$ cat config.mk
export PLATFORM = sky130hd
export DESIGN_NAME = selective_repeat_receiver
export DESIGN_NICKNAME = d
export VERILOG_FILES = /design/src/hdl/srr_pkg.sv /design/src/hdl/selective_repeat_receiver.sv
export SDC_FILE = /design/constraint.sdc
export NUM_CORES = 1
export LEC_CHECK = 0
export BUFFER_PORTS_ARGS = -buffer_cell sky130_fd_sc_hd__buf_2
export CORE_ASPECT_RATIO = 1.25
export CORE_UTILIZATION = 55
export DETAILED_ROUTE_END_ITERATION = 10
export HOLD_SLACK_MARGIN = 0.02
export PLACE_DENSITY = 0.75
export SLEW_MARGIN = 25
export SYNTH_ARGS = -nofsm -noshare
export SYNTH_HDL_FRONTEND = slang
export SYNTH_SLANG_ARGS = --single-unit
$ cat constraint.sdc
create_clock -name clk -period 9.1 [get_ports clk]
set_clock_uncertainty 0.15 [all_clocks]
set_input_delay 1.82 -clock clk [delete_from_list [all_inputs] [get_ports clk]]
set_output_delay 1.82 -clock clk [all_outputs]
set_load 0.02 [all_outputs]
$ cat src/hdl/srr_pkg.sv
package srr_pkg;

	// Default sizes of the receive window, sequence space and payload store.
	localparam int WINDOW_SIZE_DEF  = 4;
	localparam int SEQ_SPACE_DEF    = 8;
	localparam int PAYLOAD_BITS_DEF = 64;

	// Fixed field widths of the packet and result items.
	localparam int SEQ_W     = 3;
	localparam int PAYLOAD_W = 64;

	// Result kind codes.
	localparam logic KIND_DELIVER = 1'b0;
	localparam logic KIND_ACK     = 1'b1;

	// One arriving packet.
	typedef struct packed {
		logic [SEQ_W-1:0]     seq_number;
		logic                 checksum_good;
		logic [PAYLOAD_W-1:0] payload;
	} pkt_t;

	// One result: an in-order delivery or the closing acknowledgement.
	typedef struct packed {
		logic                 result_kind;
		logic [PAYLOAD_W-1:0] delivered_payload;
		logic [SEQ_W-1:0]     ack_number;
		logic                 last;
	} res_t;

endpackage

$ cat src/hdl/selective_repeat_receiver.sv
// Selective-repeat receiver with cumulative acknowledgement. A packet is taken
// when start is high and busy is low; the block then stays busy until its last
// result has been issued. Results appear on res for one cycle each, marked by
// res_valid, and the receiver cannot stall them: zero or more in-order
// deliveries (result_kind 0) followed by one acknowledgement (result_kind 1,
// last 1). Every result of a packet carries the window base after that packet.
// A corrupt or out-of-window packet goes straight to the acknowledgement.
// A buffered packet that releases n payloads is first stored; then the scan
// pointer walks the filled flags to find the new base, the base pointer reads
// one payload per cycle from the single read port of the slot store, and at
// last the acknowledgement is issued. The acknowledgement is on the ports in
// the cycle in which busy falls, so the next packet can be taken at the edge
// that ends it.
module selective_repeat_receiver
	import srr_pkg::*;
#(
	parameter int WINDOW_SIZE  = WINDOW_SIZE_DEF,
	parameter int SEQ_SPACE    = SEQ_SPACE_DEF,
	parameter int PAYLOAD_BITS = PAYLOAD_BITS_DEF
) (
	input  logic clk,
	input  logic arst_n,
	input  logic start,
	output logic busy,
	input  pkt_t pkt,
	output logic res_valid,
	output res_t res
);

	// Widths derived from the parameters.
	localparam int BW = (SEQ_SPACE > 2) ? $clog2(SEQ_SPACE) : 1;
	localparam int SW = (WINDOW_SIZE > 1) ? $clog2(WINDOW_SIZE) : 1;
	localparam int NW = $clog2(WINDOW_SIZE + 1);
	localparam int CW = ((BW > SEQ_W) ? BW : SEQ_W) + 1;

	typedef enum logic [1:0] {
		ST_IDLE,
		ST_SCAN,
		ST_DELIVER,
		ST_ACK
	} state_t;

	state_t                  state_q;
	logic [BW-1:0]           base_q;
	logic [SW-1:0]           base_slot_q;
	logic [BW-1:0]           scan_base_q;
	logic [SW-1:0]           scan_slot_q;
	logic [NW-1:0]           cnt_q;
	logic [WINDOW_SIZE-1:0]  filled_q;
	logic                    valid_q;
	logic                    kind_q;
	logic [SEQ_W-1:0]        ack_q;
	logic                    last_q;
	logic [PAYLOAD_BITS-1:0] rd_q;
	logic [PAYLOAD_BITS-1:0] mem_q [WINDOW_SIZE];

	logic                    accept;
	logic [SW-1:0]           slot_lut [1 << SEQ_W];
	logic [SW-1:0]           wr_slot;
	logic [CW-1:0]           seq_w;
	logic [CW-1:0]           diff;
	logic [CW-1:0]           gap;
	logic                    seq_ok;
	logic                    in_window;
	logic                    store;
	logic [BW-1:0]           base_inc;
	logic [SW-1:0]           slot_inc;
	logic [BW-1:0]           scan_base_inc;
	logic [SW-1:0]           scan_slot_inc;
	logic [CW-1:0]           base_ext;
	logic [CW-1:0]           scan_ext;

	assign accept = start && (state_q == ST_IDLE);
	assign busy   = (state_q != ST_IDLE);

	// Slot of each possible sequence number, fixed at elaboration.
	for (genvar g = 0; g < (1 << SEQ_W); g++) begin : g_slot
		localparam int SLOT = g % WINDOW_SIZE;
		assign slot_lut[g] = SW'(SLOT);
	end

	// Window test: distance from the base modulo the sequence space.
	assign seq_w   = CW'(pkt.seq_number);
	assign seq_ok  = (seq_w < CW'(SEQ_SPACE));
	assign diff    = seq_w - CW'(base_q);
	assign gap     = diff[CW-1] ? (diff + CW'(SEQ_SPACE)) : diff;
	assign in_window = seq_ok && ((WINDOW_SIZE >= SEQ_SPACE) || (32'(gap) < WINDOW_SIZE));
	assign store   = accept && pkt.checksum_good && in_window;
	assign wr_slot = slot_lut[pkt.seq_number];

	// Shared pointer step: the base and its slot wrap together.
	always_comb begin
		base_inc      = (base_q == BW'(SEQ_SPACE - 1)) ? '0 : base_q + 1'b1;
		slot_inc      = ((base_q == BW'(SEQ_SPACE - 1)) ||
		                 (base_slot_q == SW'(WINDOW_SIZE - 1))) ? '0 : base_slot_q + 1'b1;
		scan_base_inc = (scan_base_q == BW'(SEQ_SPACE - 1)) ? '0 : scan_base_q + 1'b1;
		scan_slot_inc = ((scan_base_q == BW'(SEQ_SPACE - 1)) ||
		                 (scan_slot_q == SW'(WINDOW_SIZE - 1))) ? '0 : scan_slot_q + 1'b1;
	end

	assign base_ext = CW'(base_q);
	assign scan_ext = CW'(scan_base_q);

	// Slot store: written on a buffered packet, read once per delivery.
	always_ff @(posedge clk) begin
		if (store) begin
			mem_q[wr_slot] <= pkt.payload[PAYLOAD_BITS-1:0];
		end
		if (state_q == ST_DELIVER) begin
			rd_q <= mem_q[base_slot_q];
		end
	end

	// Sequencer with the filled flags, the window base and the result strobe.
	always_ff @(posedge clk or negedge arst_n) begin
		if (!arst_n) begin
			state_q     <= ST_IDLE;
			base_q      <= '0;
			base_slot_q <= '0;
			scan_base_q <= '0;
			scan_slot_q <= '0;
			cnt_q       <= '0;
			filled_q    <= '0;
			valid_q     <= 1'b0;
			kind_q      <= KIND_ACK;
			ack_q       <= '0;
			last_q      <= 1'b0;
		end else begin
			valid_q <= 1'b0;
			case (state_q)
				ST_IDLE: begin
					if (accept) begin
						scan_base_q <= base_q;
						scan_slot_q <= base_slot_q;
						cnt_q       <= '0;
						if (store) begin
							filled_q[wr_slot] <= 1'b1;
							state_q           <= ST_SCAN;
						end else begin
							state_q <= ST_ACK;
						end
					end
				end
				ST_SCAN: begin
					// Walk the consecutive filled slots to find the new base.
					if (filled_q[scan_slot_q] && (32'(cnt_q) < WINDOW_SIZE)) begin
						scan_base_q <= scan_base_inc;
						scan_slot_q <= scan_slot_inc;
						cnt_q       <= cnt_q + 1'b1;
					end else if (cnt_q == '0) begin
						state_q <= ST_ACK;
					end else begin
						state_q <= ST_DELIVER;
					end
				end
				ST_DELIVER: begin
					// One payload per cycle; every result carries the final base.
					valid_q               <= 1'b1;
					kind_q                <= KIND_DELIVER;
					ack_q                 <= scan_ext[SEQ_W-1:0];
					last_q                <= 1'b0;
					filled_q[base_slot_q] <= 1'b0;
					base_q                <= base_inc;
					base_slot_q           <= slot_inc;
					cnt_q                 <= cnt_q - 1'b1;
					if (cnt_q == NW'(1)) begin
						state_q <= ST_ACK;
					end
				end
				ST_ACK: begin
					valid_q <= 1'b1;
					kind_q  <= KIND_ACK;
					ack_q   <= base_ext[SEQ_W-1:0];
					last_q  <= 1'b1;
					state_q <= ST_IDLE;
				end
				default: begin
					state_q <= ST_IDLE;
				end
			endcase
		end
	end

	// Result fields; acknowledgements carry a zero payload.
	assign res_valid             = valid_q;
	assign res.result_kind       = kind_q;
	assign res.delivered_payload = (kind_q == KIND_ACK) ? '0 : PAYLOAD_W'(rd_q);
	assign res.ack_number        = ack_q;
	assign res.last              = last_q;

endmodule
==> run metrics <==
WL final=24,100 µm; starting density of the core=0.566; Top FF cell, synth=edfxtp_1; fin crit period=4.01 ns; crit-path max cell delay=0.77 ns; count of different cell masters after synthesis=40; highest clock rate=0.249 GHz; TritonCTS clock tree=yes; worst slew pin tran=1.02 ns; CP Launch Point=pkt[66]; Crit. End Element=flip-flop; pins over their slew limit=0; CP Buf/Inv Count=2; fin nets=864; Required @ worst endpoint=9.11 ns; CP arrival=4.02 ns; Post-synth ARST share=0.0725; GR Util All Layers=0.206; global-route wire length before repair=37,600 µm; Initial DRC Count=293; r2r worst-path depth=7; Peak VDD IR=0.187 mV; relative slew slack=0.322; Sinks on Clock Net=345; DP HPWL=13,600 µm; clk slew on worst S/H paths=0.07 ns; worst min path class=reg -> reg; Clock Path Buffers=3; Max FO, Critical Path=65; H-tree levels=1; Initial DRT Pass Iterations=4; Leakage Power=5.27 nW; placed cell count=1,030; Via Count=6,191; Post-CTS Setup Bufs=0; Chip Width=140 µm; Vias per Instance=5.67; RSZ-0062 raised after global routing=no; post-synthesis register bit count=345; share of cells above drive strength 1=0.348; CP Depth=6; max-cap violation count=0; reg2reg start=state_q[0]$_DFFE_PN0P_; vias in the first global route=6,657; total CTS buffers=31; Clock Latency Late Sink=0.55 ns; final cell count without fillers=1,091; Hold Path Cell Cnt=1; Synth Instances=622; Die ar.=24,500 µm²; Layout area overhead=15.6%; Final TNS setup=0 ns; crit path to=mem_q[1][47]$_DFFE_PP_; Top-Level Pins=142; Final Hold Fails=0; Synth Net Count=711; crit path cell chain=buf_2, ha_1, a2111o_1, o21a_1, nor3b_4, buf_4; status=complete, no violations; crit-path leading delay family=buffers and inverters; Seq/Total Area, Yosys=0.780; Syn Area/Cell=21.1 µm²; cts repair resizes=0; largest net degree at the start of global routing=82; P per Cell Area=301 nW/µm²; Mapped Area=13,100 µm²; final count of negative-setup-slack endpoints=0; antenna-violating nets left=0; Hold Buf Count CTS=0; GRT overflow=0; crit path launch type=input port; RD Place Congestion=0.794; FF-to-FF setup slack=5.58 ns; WL per Instance=22.0 µm; core box area=23,200 µm²; Post-synth EDFFs=320; Die Y=175 µm; slowest CP cell=buf_4; DRC errors left=0; Synth warnings=0; Crit Path Class=in -> reg; FP Rows=62; root buffer selected by CTS=clkbuf_16; worst flop-to-flop path endpoint=mem_q[1][47]$_DFFE_PP_; IO Port Bufs=141; initial antenna violation count=5; final worst path period share=0.441
logic make-up (layout without fill, tap and decap cells):
kind of cell	after synthesis	in the layout	synth area share
xor gates and xnor gates	1	1	0.000668
buffers and inverters	43	221	0.0155
adders and majority gates	18	18	0.0172
AOI/OAI and AO/OA	35	35	0.0180
DFF	345	345	0.780
other	0	3	0
and+or+nand+nor	101	101	0.0451
muxes	79	79	0.123
cell type report:
class                   count  area (µm²)
diodes                      3        7.51
clock buffers              36         795
clock inverters            22         201
fillers                  1492        8030
inverters                  14        52.6
multi-input cells         234        2720
flip-flops and latches    345       10200
well taps                 288         360
repair buffers            149         790
state kept, by name, summed over array words and instances, names as in the netlist, 2 cells and up:
signal / count
ack_q: 3
base_q: 3
base_slot_q: 2
cnt_q: 3
filled_q: 4
mem_q: 256
rd_q: 64
scan_base_q: 3
scan_slot_q: 2
state_q: 2
synth_stat cells (4+ instances only):
master	number	share of area
a21oi_1	7	0.0027
edfxtp_1	320	0.73
nor2b_1	64	0.031
mux2i_1	4	0.0031
mux4_2	65	0.11
nand2_1	10	0.0029
inv_1	14	0.0040
nand3_1	6	0.0023
nor2_1	9	0.0026
clkbuf_1	16	0.0046
o21ai_0	13	0.0050
ha_1	18	0.017
buf_2	7	0.0027
mux2_2	10	0.0086
dfrtp_1	24	0.046
power breakdown:
group / total (mW) / switching [mW] / internal, mW
clock: 1.26 / 0.523 / 0.734
combinational: 1.17 / 0.647 / 0.522
sequential: 2.14 / 0.149 / 2.00
total: 4.57 / 1.32 / 3.25
routing by layer:
layer / routed length, µm / track usage / vias up
met5: 13 / 0 / -
met4: 563 / 0.0678 / 2
met3: 1290 / 0.0354 / 44
met2: 13000 / 0.373 / 187
met1: 9200 / 0.249 / 3178
li1: - / - / 2780
per-stage QoR:
stage,power [mW],hold slack [ns],worst slack (ns),cell area (µm²),util
finish,4.57,0.327,5.09,15200,0.654
global route,4.78,0.352,4.99,15200,0.654
CTS,4.63,0.334,5.07,15200,0.653
detailed placement,3.36,0.318,4.55,14200,0.610
global placement,3.31,0.310,4.61,14100,0.609
floorplan,3.00,0.305,1.28,13100,-
placed cells by master, fill, tap and decap left out, drive strengths merged, types with 2 or more instances in the layout:
| master | count |
|---|---|
| buf | 149 |
| inv | 15 |
| mux2 | 10 |
| nand2b | 3 |
| o21ai | 13 |
| clkbuf | 36 |
| nor3b | 2 |
| nor3 | 2 |
| mux4 | 65 |
| edfxtp | 320 |
| diode | 3 |
| dfrtp | 24 |
| ha | 18 |
| nor2b | 64 |
| clkinv | 16 |
| a21oi | 7 |
| nand2 | 10 |
| a2bb2oi | 3 |
| bufinv | 4 |
| nor2 | 9 |
| a21o | 2 |
| mux2i | 4 |
| a221o | 2 |
| nand3 | 6 |
worst min-delay path by stage:
stage / startpoint / endpoint / slack [ns]
2_1_floorplan: last_q$_DFFE_PN0P_ / last_q$_DFFE_PN0P_ / 0.30
3_3_place_gp: last_q$_DFFE_PN0P_ / last_q$_DFFE_PN0P_ / 0.31
3_5_place_dp: last_q$_DFFE_PN0P_ / last_q$_DFFE_PN0P_ / 0.32
4_1_cts: last_q$_DFFE_PN0P_ / last_q$_DFFE_PN0P_ / 0.33
5_1_grt: last_q$_DFFE_PN0P_ / last_q$_DFFE_PN0P_ / 0.35
6_report: last_q$_DFFE_PN0P_ / last_q$_DFFE_PN0P_ / 0.33
worst reg2reg max path, delay by kind of cell, from the launching register on:
kind / cells / cell delay (ns)
compound gates: 2 / 0.66
buf+inv: 2 / 0.96
flops: 1 / 0.42
simple gates: 2 / 0.43
fa+ha+maj: 1 / 0.44
(Power assumes the default switching activity.)
